===== config.mk =====
export PLATFORM = sky130hd
export DESIGN_NAME = frame_delay_timer_table_top
export DESIGN_NICKNAME = d
export VERILOG_FILES = /design/src/hdl/fdtt_pkg.sv /design/src/hdl/fdtt_cell.sv /design/src/hdl/fdtt_head.sv /design/src/hdl/frame_delay_timer_table_top.sv
export SDC_FILE = /design/constraint.sdc
export NUM_CORES = 1
export LEC_CHECK = 0
export ABC_CLOCK_PERIOD_IN_PS = 7900
export BUFFER_PORTS_ARGS = -buffer_cell sky130_fd_sc_hd__clkbuf_2
export CAP_MARGIN = 10
export CELL_PAD_IN_SITES_DETAIL_PLACEMENT = 1
export CELL_PAD_IN_SITES_GLOBAL_PLACEMENT = 2
export CORE_AREA = 10 10 238 410
export CTS_BUF_LIST = sky130_fd_sc_hd__clkbuf_16
export DETAILED_ROUTE_END_ITERATION = 16
export DIE_AREA = 0 0 248 420
export GPL_TIMING_DRIVEN = 0
export PLACE_DENSITY_LB_ADDON = 0.1
export SYNTH_ARGS = -nofsm -noshare
export SYNTH_HDL_FRONTEND = slang
export SYNTH_SLANG_ARGS = --single-unit

===== constraint.sdc =====
create_clock -name clk -period 7.9 [get_ports clk]
set_clock_uncertainty 0.2 [all_clocks]
set_input_delay 0.79 -clock clk [delete_from_list [all_inputs] [get_ports clk]]
set_output_delay 0.79 -clock clk [all_outputs]
set_load 0.005 [all_outputs]

===== src/hdl/fdtt_pkg.sv =====
`timescale 1ns / 1ps
// shared types, sizes and codes for the frame delay timer table
// no dependencies
package fdtt_pkg;

    localparam int TASK_SLOTS = 16;
    localparam int COUNT_BITS = 16;

    localparam int IVL_W  = 16;
    localparam int REP_W  = 9;
    localparam int TAG_W  = 8;
    localparam int PEND_W = 5;
    localparam int EV_W   = 2;
    localparam int CNT_W  = $clog2(TASK_SLOTS + 1);
    localparam int WIDE_W = (COUNT_BITS > IVL_W) ? COUNT_BITS : IVL_W;

    localparam int S_DATA_W = 40;
    localparam int M_DATA_W = 16;

    localparam logic       MODE_TICK  = 1'b0;
    localparam logic       MODE_SCHED = 1'b1;

    localparam logic [EV_W-1:0] EV_FIRED  = 2'd0;
    localparam logic [EV_W-1:0] EV_ACCEPT = 2'd1;
    localparam logic [EV_W-1:0] EV_FULL   = 2'd2;

    typedef struct packed {
        logic [COUNT_BITS-1:0] countdown;
        logic [COUNT_BITS-1:0] reload;
        logic [REP_W-1:0]      fires;
        logic [TAG_W-1:0]      tag;
    } slot_t;

    typedef struct packed {
        logic shift;
        logic load;
    } cell_ctl_t;

    typedef enum logic [1:0] {
        ST_IDLE,
        ST_TICK,
        ST_EMIT
    } state_t;

endpackage


===== src/hdl/fdtt_cell.sv =====
`timescale 1ns / 1ps
// one task slot of the shifting table
// depends on fdtt_pkg
module fdtt_cell
(
    input  logic               clk,
    input  fdtt_pkg::cell_ctl_t ctl,
    input  fdtt_pkg::slot_t    load_data,
    input  fdtt_pkg::slot_t    nbr,
    output fdtt_pkg::slot_t    slot
);
    import fdtt_pkg::*;

    slot_t slot_reg;
    slot_t slot_next;

    // a load wins over the shift from the neighbor toward the head
    always_comb
    begin
        if (ctl.load)
        begin
            slot_next = load_data;
        end
        else if (ctl.shift)
        begin
            slot_next = nbr;
        end
        else
        begin
            slot_next = slot_reg;
        end
    end

    always_ff @(posedge clk)
    begin
        slot_reg <= slot_next;
    end

    assign slot = slot_reg;

endmodule


===== src/hdl/fdtt_head.sv =====
`timescale 1ns / 1ps
// countdown and fire-count update for the task leaving the head of the table
// depends on fdtt_pkg
module fdtt_head
(
    input  fdtt_pkg::slot_t head,
    output fdtt_pkg::slot_t upd,
    output logic            fire,
    output logic            keep
);
    import fdtt_pkg::*;

    logic [COUNT_BITS-1:0] cd;
    logic [REP_W-1:0]      fires_dec;
    logic                  forever_task;

    always_comb
    begin
        cd           = head.countdown - COUNT_BITS'(1);
        fire         = (cd == '0);
        forever_task = head.fires[REP_W-1];
        if (fire && !forever_task && (head.fires != '0))
        begin
            fires_dec = head.fires - REP_W'(1);
        end
        else
        begin
            fires_dec = head.fires;
        end
        // removed once its last fire is spent
        keep          = !(fire && (fires_dec == '0));
        upd.countdown = fire ? head.reload : cd;
        upd.reload    = head.reload;
        upd.fires     = fires_dec;
        upd.tag       = head.tag;
    end

endmodule


===== src/hdl/frame_delay_timer_table_top.sv =====
`timescale 1ns / 1ps
// frame delay timer table: a row of task cells that shifts toward the head
// depends on fdtt_pkg, fdtt_cell, fdtt_head
//
// schedule word: result word registered on acceptance, valid in the cycle after
// tick word: the row is scanned once per held task (head task leaves, survivor
//   rejoins at the tail), then one fired word per cycle while the output is free
// a tick that finds no task due, or an empty table, gives no word
// reset clears the task count and the control state; slot contents stay undefined
module frame_delay_timer_table_top
(
    input  logic                          clk,
    input  logic                          rst_n,
    input  logic                          s_axis_tvalid,
    output logic                          s_axis_tready,
    // interval [15:0], repeat_count [24:16], task_tag [32:25], zero pad [39:33]
    input  logic [fdtt_pkg::S_DATA_W-1:0] s_axis_tdata,
    // mode [0]
    input  logic                          s_axis_tuser,
    output logic                          m_axis_tvalid,
    input  logic                          m_axis_tready,
    // fired_tag [7:0], tasks_pending [12:8], zero pad [15:13]
    output logic [fdtt_pkg::M_DATA_W-1:0] m_axis_tdata,
    // event_res [1:0]
    output logic [fdtt_pkg::EV_W-1:0]     m_axis_tuser,
    // last
    output logic                          m_axis_tlast
);
    import fdtt_pkg::*;

    state_t state_reg;
    state_t state_next;

    logic [CNT_W-1:0] count_reg;
    logic [CNT_W-1:0] count_next;
    logic [CNT_W-1:0] step_reg;
    logic [CNT_W-1:0] step_next;
    logic [CNT_W-1:0] nf_reg;
    logic [CNT_W-1:0] nf_next;

    logic [TAG_W-1:0] fq_reg [TASK_SLOTS];

    logic             m_valid_reg;
    logic [EV_W-1:0]  m_ev_reg;
    logic [TAG_W-1:0] m_tag_reg;
    logic [PEND_W-1:0] m_pend_reg;
    logic             m_last_reg;

    // input word fields
    logic [IVL_W-1:0] in_ivl;
    logic [REP_W-1:0] in_rep;
    logic [TAG_W-1:0] in_tag;
    logic             in_mode;

    logic             s_fire;
    logic             out_free;
    logic             full;
    logic             sched_ok;
    logic             pop;
    logic             push;
    logic             emit_load;
    logic [CNT_W-1:0] wpos;

    logic [WIDE_W-1:0] ivl_wide;
    slot_t            sched_data;
    slot_t            push_data;
    slot_t            head_upd;
    logic             head_fire;
    logic             head_keep;

    slot_t            cells [TASK_SLOTS];

    assign in_ivl  = s_axis_tdata[15:0];
    assign in_rep  = s_axis_tdata[24:16];
    assign in_tag  = s_axis_tdata[32:25];
    assign in_mode = s_axis_tuser;

    assign s_fire   = s_axis_tvalid && s_axis_tready;
    assign out_free = !m_valid_reg || m_axis_tready;
    assign full     = (count_reg >= CNT_W'(TASK_SLOTS));
    assign sched_ok = s_fire && (in_mode == MODE_SCHED) && !full;

    // new task: zero interval counts as one, too wide saturates, zero repeats fire once
    always_comb
    begin
        ivl_wide = WIDE_W'(in_ivl);
        if (ivl_wide == '0)
        begin
            ivl_wide = WIDE_W'(1);
        end
        if (ivl_wide > WIDE_W'({COUNT_BITS{1'b1}}))
        begin
            ivl_wide = WIDE_W'({COUNT_BITS{1'b1}});
        end
        sched_data.countdown = ivl_wide[COUNT_BITS-1:0];
        sched_data.reload    = ivl_wide[COUNT_BITS-1:0];
        sched_data.fires     = (in_rep == '0) ? REP_W'(1) : in_rep;
        sched_data.tag       = in_tag;
    end

    fdtt_head u_head
    (
        .head (cells[0]),
        .upd  (head_upd),
        .fire (head_fire),
        .keep (head_keep)
    );

    // next state
    always_comb
    begin
        state_next = state_reg;
        case (state_reg)
            ST_IDLE:
            begin
                if (s_fire && (in_mode == MODE_TICK) && (count_reg != '0))
                begin
                    state_next = ST_TICK;
                end
            end
            ST_TICK:
            begin
                if (step_reg == CNT_W'(1))
                begin
                    state_next = ((nf_reg != '0) || head_fire) ? ST_EMIT : ST_IDLE;
                end
            end
            ST_EMIT:
            begin
                if (out_free && (nf_reg == CNT_W'(1)))
                begin
                    state_next = ST_IDLE;
                end
            end
            default:
            begin
                state_next = ST_IDLE;
            end
        endcase
    end

    // control outputs of the sequencer
    always_comb
    begin
        s_axis_tready = 1'b0;
        pop           = 1'b0;
        push          = 1'b0;
        emit_load     = 1'b0;
        case (state_reg)
            ST_IDLE:
            begin
                s_axis_tready = out_free;
                push          = sched_ok;
            end
            ST_TICK:
            begin
                pop  = 1'b1;
                push = head_keep;
            end
            ST_EMIT:
            begin
                emit_load = out_free;
            end
            default:
            begin
                s_axis_tready = 1'b0;
            end
        endcase
    end

    // survivor rejoins at the tail after the shift, a new task at the tail as is
    assign wpos      = pop ? (count_reg - CNT_W'(1)) : count_reg;
    assign push_data = pop ? head_upd : sched_data;

    // row of task cells
    genvar gi;
    generate
        for (gi = 0; gi < TASK_SLOTS; gi++)
        begin : g_cell
            cell_ctl_t ctl;
            slot_t     nbr;

            assign ctl = '{shift: pop, load: (push && (wpos == CNT_W'(gi)))};

            if (gi == TASK_SLOTS - 1)
            begin : g_tail
                assign nbr = cells[gi];
            end
            else
            begin : g_mid
                assign nbr = cells[gi + 1];
            end

            fdtt_cell u_cell
            (
                .clk       (clk),
                .ctl       (ctl),
                .load_data (push_data),
                .nbr       (nbr),
                .slot      (cells[gi])
            );
        end
    endgenerate

    // fired tags wait here until the scan is done and the final count is known
    generate
        for (gi = 0; gi < TASK_SLOTS; gi++)
        begin : g_fq
            always_ff @(posedge clk)
            begin
                if ((state_reg == ST_TICK) && head_fire && (nf_reg == CNT_W'(gi)))
                begin
                    fq_reg[gi] <= head_upd.tag;
                end
                else if (emit_load)
                begin
                    if (gi == TASK_SLOTS - 1)
                    begin
                        fq_reg[gi] <= fq_reg[gi];
                    end
                    else
                    begin
                        fq_reg[gi] <= fq_reg[(gi + 1) % TASK_SLOTS];
                    end
                end
            end
        end
    endgenerate

    // counters
    always_comb
    begin
        count_next = count_reg;
        step_next  = step_reg;
        nf_next    = nf_reg;
        if (sched_ok)
        begin
            count_next = count_reg + CNT_W'(1);
        end
        if (s_fire && (in_mode == MODE_TICK))
        begin
            step_next = count_reg;
        end
        if (state_reg == ST_TICK)
        begin
            count_next = count_reg - CNT_W'(1) + CNT_W'(head_keep);
            step_next  = step_reg - CNT_W'(1);
            nf_next    = nf_reg + CNT_W'(head_fire);
        end
        if (emit_load)
        begin
            nf_next = nf_reg - CNT_W'(1);
        end
    end

    always_ff @(posedge clk or negedge rst_n)
    begin
        if (!rst_n)
        begin
            state_reg   <= ST_IDLE;
            count_reg   <= '0;
            step_reg    <= '0;
            nf_reg      <= '0;
            m_valid_reg <= 1'b0;
        end
        else
        begin
            state_reg <= state_next;
            count_reg <= count_next;
            step_reg  <= step_next;
            nf_reg    <= nf_next;
            if ((s_fire && (in_mode == MODE_SCHED)) || emit_load)
            begin
                m_valid_reg <= 1'b1;
            end
            else if (m_axis_tready)
            begin
                m_valid_reg <= 1'b0;
            end
        end
    end

    // output word register
    always_ff @(posedge clk)
    begin
        if (s_fire && (in_mode == MODE_SCHED))
        begin
            m_ev_reg   <= full ? EV_FULL : EV_ACCEPT;
            m_tag_reg  <= in_tag;
            m_pend_reg <= full ? PEND_W'(count_reg) : PEND_W'(count_reg + CNT_W'(1));
            m_last_reg <= 1'b1;
        end
        else if (emit_load)
        begin
            m_ev_reg   <= EV_FIRED;
            m_tag_reg  <= fq_reg[0];
            m_pend_reg <= PEND_W'(count_reg);
            m_last_reg <= (nf_reg == CNT_W'(1));
        end
    end

    assign m_axis_tvalid = m_valid_reg;
    assign m_axis_tuser  = m_ev_reg;
    assign m_axis_tlast  = m_last_reg;
    assign m_axis_tdata  = M_DATA_W'({m_pend_reg, m_tag_reg});

    // the task count never goes past the row length
    a_count_bound: assert property (@(posedge clk) disable iff (!rst_n)
        count_reg <= CNT_W'(TASK_SLOTS))
        else $error("task count beyond table size");

    // a scan step always has a task at the head
    a_tick_step: assert property (@(posedge clk) disable iff (!rst_n)
        (state_reg == ST_TICK) |-> ((step_reg != '0) && (count_reg != '0)))
        else $error("scan step with no task");

    // emitting only while fired tags are queued
    a_emit_nf: assert property (@(posedge clk) disable iff (!rst_n)
        (state_reg == ST_EMIT) |-> (nf_reg != '0))
        else $error("emit with empty fired queue");

    // the fired queue is empty whenever new words can be taken
    a_idle_nf: assert property (@(posedge clk) disable iff (!rst_n)
        (state_reg == ST_IDLE) |-> (nf_reg == '0))
        else $error("fired tags left over in idle");

    // each emit load puts a fired word on the output
    a_emit_word: assert property (@(posedge clk) disable iff (!rst_n)
        (emit_load) |=> (m_axis_tvalid && (m_axis_tuser == EV_FIRED)))
        else $error("fired word not presented");

endmodule

# == Word-level counts from Yosys, hierarchy flattened ==
# Memories as Yosys holds them, arrays and structs flattened.
# Index checks and enable logic that the tools add are counted.
# word_totals
ff_bits,818
ramBits,128
in_bits,45
out_inout_bits,21
word_cells,360
memories,1
# memory_table
memory,words,width,rd,rd_clocked_by_memory_dff,write_ports,line_no,rtl
fq_reg,16,8,16,0,16,frame_delay_timer_table_top.sv:41,logic [TAG_W-1:0] fq_reg [TASK_SLOTS];
# classes
n_addsub,8
order_cmp,2
n_eq_ne,36
mux,143
bitwise_logic,17
n_reduce_logical,80
# op_table
op,n
$mux W49,31
$mux W8,18
$eq A5 B4 Y1 const B,16
$mux W1,70
$mux W5,10
$mux W16,3
$logic_and A1 B1 Y1,42
$eq A5 B3 Y1 const B,8
$reduce_bool A2 Y1,20
$logic_not A16 Y1,2
$eq A5 B2 Y1 const B,4
$logic_not A9 Y1,2
$mux W9,2
$gt A16 B16 Y1 const B,1
$or A1 B1 Y1,16
$sub A16 B1 Y16 const B,1
$eq A5 B1 Y1 const B,3
$sub A5 B1 Y5 const B,3
$mux W2,7
$add A5 B1 Y5,2
$logic_not A5 Y1,2
$reduce_bool A5 Y1,2
$reduce_bool A9 Y1,1
$sub A9 B1 Y9 const B,1
12 further kinds,19

# == Longest topological paths before layout ==
# depth
word_depth,11
depth_mapped,16
ltp_nobuf,15

# == Hierarchy ==
# A second synthesis with hierarchy kept.
# unflattened
cells_unflattened,2502
area_unflattened_um2,46012.9
# by_module_without_submodules
module,instances,cells_per_inst,area_each_um2,seq_area_each_um2
fdtt_cell,16,105,2324.7,1471.4
frame_delay_timer_table_top,1,686,7767.4,4764.6
fdtt_head,1,136,1049.8,0.0

# == Worst setup path after synthesis ==
# Ideal clock, no wire load.
# synth_timing
path_kind,register -> register
startpoint,register count_reg[0]
endpoint,"register g_cell[12].u_cell.slot_reg, in the netlist g_cell[12].u_cell.slot[0] (enable)"
setup_time_ns,0.523
arrival_time_ns,6.089
t_required_ns,7.177
path_slack_ns,1.088
stages_incl_launch_ff,13
n_path_buf,4
period_less_slack_ns,6.812
path_cell_list,dfrtp_1 -> clkbuf_1 -> inv_1 -> ha_1 -> clkbuf_1 -> nor2b_1 -> nor2b_1 -> nand3_1 -> o22a_1 -> or2_2 -> clkbuf_1 -> clkbuf_1 -> o21ai_0
# synth_between
elab_chain_cells,6
elab_cells_between_ends,9
cone_classes,add/sub: 1; order compare: 1; eq/ne: 1; mux: 2; reduce/logical: 4
# synth_lines
item,line_no,rtl
from (decl),frame_delay_timer_table_top.sv:34,logic [CNT_W-1:0] count_reg;
from (signal assigned),frame_delay_timer_table_top.sv:269,count_reg <= count_next;
"parallel branches: the longest is 4 deep, another holds $sub A5 B1 Y5",n/a,
$logic_and A1 B1 Y1 *,frame_delay_timer_table_top.sv:183,"assign ctl = '{shift: pop, load: (push && (wpos == CNT_W'(gi)))};"
$reduce_bool A2 Y1 (no line) *,n/a,
to (signal assigned),fdtt_cell.sv:36,slot_reg <= slot_next;
to (decl),fdtt_cell.sv:14,slot_t slot_reg;
# Every way passes the cells marked *.
# A chain may end at the register's enable or synchronous reset.

# == Worst setup path after layout ==
# layout_timing
startpoint,"register g_cell[0].u_cell.slot_reg, in the netlist g_cell[0].u_cell.slot[33]"
endpoint,"register g_cell[4].u_cell.slot_reg, in the netlist g_cell[4].u_cell.slot[36] (enable)"
# layout_between
elab_chain_cells,11
# layout_lines
item,line_no,rtl
from (decl),fdtt_cell.sv:14,
from (signal assigned),fdtt_cell.sv:36,
$sub A16 B1 Y16 *,fdtt_head.sv:19,cd = head.countdown - COUNT_BITS'(1);
$logic_not A16 Y1 *,fdtt_head.sv:20,fire = (cd == '0);
$logic_and A1 B1 Y1 (2 in series),fdtt_head.sv:22,if (fire && !forever_task && (head.fires != '0))
$mux W9,fdtt_head.sv:22,
$logic_not A9 Y1,fdtt_head.sv:31,keep = !(fire && (fires_dec == '0));
$logic_and A1 B1 Y1 *,fdtt_head.sv:31,
$logic_not A1 Y1 *,fdtt_head.sv:31,
$pmux W1 S2 *,frame_delay_timer_table_top.sv:149,case (state_reg)
$logic_and A1 B1 Y1 *,frame_delay_timer_table_top.sv:183,
$reduce_bool A2 Y1 (no line) *,n/a,
to (signal assigned),fdtt_cell.sv:36,
to (decl),fdtt_cell.sv:14,
# Every way passes the cells marked *; elsewhere a longest branch is shown, timed or not.

==> summary.md <==
| Metric | Value |
|---|---|
| GRT Overall Usage | 0.225 |
| Required time worst endpoint | 8.11 ns |
| CTS tree | done |
| Top cells by area, synth | edfxtp_1 67%, o21ai_0 9.2%, mux2_2 5.8% |
| Die area | 104000 um^2 |
| CTS root buf | clkbuf_16 |
| Yosys top cell by area | edfxtp_1 |
| Hold Startpoint | g_cell[0].u_cell.slot[0] |
| Chip Width | 248 um |
| Slew @ Worst Pin | 1.26 ns |
| Hold Path Class | reg2reg |
| Asr flop ratio synth | 0.0190 |
| Share of layout cells above drive strength 1 | 0.170 |
| Die span in y | 420 um |
| Crit end category | flip-flop |
| Post-synth cell types | 73 |
| Fin Hold WS | 0.265 ns |
| Cell Rows | 146 |
| Clock Latency Late Sink | 0.70 ns |
| DR vias | 26000 |
| Startpoint types | flip-flop |
| DR pass1 iterations | 7 |
| Power per cell area | 452 nW/um^2 |
| Synth Flop Type | edfxtp_1 |
| Vias in the first global route | 28100 |
| Routed wl met3 | 3.93 mm |
| RSZ-0062 raised after global routing | no |
| # fillers | 8911 |
| Crit. Startpoint | g_cell[0].u_cell.slot[33] |
| H-Tree Depth | 3 |
| CP arrival | 6.66 ns |
| Initial antenna violation count | 0 |
| Area Growth Syn to Fin | 12.6% |
| Final Hold Viols | 0 |
| CP Cell Sequence | inv_1 -> ha_1 -> nor4b_1 -> xor2_1 -> o31a_1 -> nor4_2 -> nand4_2 -> a22o_1 -> buf_2 -> nand2_1 -> clkbuf_1 -> nand2_2 -> buf_12 |
| Final Routed Wirelength | 117 mm |
| Synth Area per Inst | 13.8 um^2 |
| WL/cell | 26.4 um |
| Final Non-Filler Cells | 4429 |
| Leakage | 0.0167 uW |
| Cells after DPL | 4264 |
| Clk pin slew, worst setup/hold paths | 0.07 ns |
| CTS Buffer Depth | 3 |
| Status | finished clean |
| # nets final | 3234 |
| Yosys reg bits | 946 |
| Final min period | 6.45 ns |
| IO Pins | 66 |
| ANT cells | 0 |
| VDD IR-drop max | 0.218 mV |
| Number of synthesized flops with an enable pin | 927 |
| DR vias/cell | 5.86 |
| Worst path slowest cell | nor4b_1 |
| Post-CTS Setup Repair Bufs | 0 |
| Synthesized area | 41400 um^2 |
| Synth warnings | 0 |
| DR WL met2 | 67.0 mm |
| Post-detail-place hpwl | 87.0 mm |
| DRC viols | 0 |
| Relative slew margins | 0.149 |
| Seq/Total Area, Yosys | 0.684 |
| CP Class | reg2reg |
| Gpl congestion | 0.847 |
| First-pass GRT wire length | 175 mm |
| Placement Cell Area | 43700 um^2 |
| Post-Synthesis Cells | 2996 |
| CTS sink count | 946 |
| Max reg flops | 784 |
| Core Region | 90400 um^2 |
| Crit share post-route | 0.817 |
| Max stage delay on crit path | 1.03 ns |
| Slew Limit Fails | 0 |
| Initial Utilization | 0.457 |
| Setup violations, final | 0 |
| Crit Path Max Fanout | 29 |
| Final instance area | 46600 um^2 |
| Max Fclk | 155 MHz |
| CTS buffer count | 90 |
| Routed met1 length | 41.9 mm |
| Largest net degree at the start of global routing | 50 |
| IO Port Bufs | 55 |
| Antenna viol nets, final | 0 |
| Post-layout util | 0.515 |
| Top layer in use | met4 |
| Maxcap violations | 0 |
| Power consumption | 21100 uW |
| Global route overflow | 0 |
| Yosys top cell area share | 0.673 |
| Drt first-iter violations | 1652 |
| Critical R2R Launch | g_cell[0].u_cell.slot[33] |
[worst max-delay path, delay by kind of cell (launching register included)]
family                   cells  cell delay, ns
buffers and inverters        4            1.13
adder cells (fa/ha/maj)      1            0.24
flip-flops                   1            0.52
XOR/XNOR                     1            0.17
AO/OA/AOI/OAI                2            0.76
AND/OR/NAND/NOR              5            3.08
[placed cells by master (no fill, tap or decap), types with 41 or more instances in the layout]
master	count
o21ai_1	46
nand2_1	84
a21o_1	124
mux2_1	66
inv_1	63
o21ai_0	755
clkbuf_2	57
nor2_1	41
clkbuf_1	206
a21oi_1	75
clkbuf_16	90
edfxtp_1	927
mux2_2	212
[power breakdown]
group | leakage (uW) | switching (uW) | total (uW) | internal (uW)
combinational | 0.00559 | 4930 | 7310 | 2390
clock | 0.00147 | 1960 | 4310 | 2350
sequential | 0.00961 | 667 | 9450 | 8780
[kinds of logic after synthesis]
kind of cell    count (synthesis)  share of synthesized area
simple gates                  267                     0.0328
xor+xnor                       34                    0.00720
flops                         946                      0.684
fa+ha+maj                      16                    0.00484
buf+inv                       317                     0.0328
compound gates               1088                      0.146
other cells                     1                  0.0000907
mux                           327                     0.0924
[timing repair]
action	4_1_cts	5_1_grt
endpoints found under the hold margin	18	0
hold buffers	1	0
resized for setup	0	0
[layer usage]
| layer | global-route usage | vias to the layer above |
|---|---|---|
| li1 | - | 11700 |
| met1 | 0.235 | 13500 |
| met2 | 0.443 | 508 |
| met3 | 0.0247 | 186 |
| met4 | 0.0904 | 0 |
| met5 | 0 | - |
[Yosys cell counts, types with 9 or more instances]
library cell  number
edfxtp_1         927
o21ai_0          761
mux2_2           212
clkbuf_1         206
a21o_1           124
nand2_1           95
a21oi_1           75
mux2_1            66
inv_1             46
o21ai_1           44
nor2_1            42
mux2_4            40
buf_2             32
nor3_1            21
xnor2_1           21
a21boi_0          20
dfrtp_1           18
buf_4             17
nand3_1           17
ha_1              16
o2bb2ai_1         14
and2_1            13
nor4_1            13
xor2_1            13
mux2i_1            9
[layout make-up]
class	instances	area (um^2)	area share
plain buffers	271	1180	0.0254
clock inverters	74	613	0.0132
inverters	46	173	0.00371
well taps	1184	1480	0.0318
clock buffers	90	2250	0.0484
multi-input cells	1735	11800	0.254
repair buffers	83	751	0.0161
flip-flops and latches	946	28300	0.608
[per-stage QoR]
step                      setup slack, ns  TNS, ns
final                                1.45        0
after floorplan                      1.09        0
after CTS                            1.46        0
after detailed placement             1.50        0
after global placement              -3.21  -658.19
after global routing                 1.10        0
[worst paths after layout]
kind	slack [ns]	cells past startpoint	to
min in group asynchronous	0.42	2	count_reg[2]
worst max-delay path	1.45	13	g_cell[4].u_cell.slot[36]
worst min register to register	0.27	0	fq_reg[1][56]
worst min-delay path	0.27	0	fq_reg[1][56]
max in group asynchronous	6.74	2	nf_reg[0]
worst max register to register	1.45	13	g_cell[4].u_cell.slot[36]
Note: power is estimated with default switching activity, not from simulation.
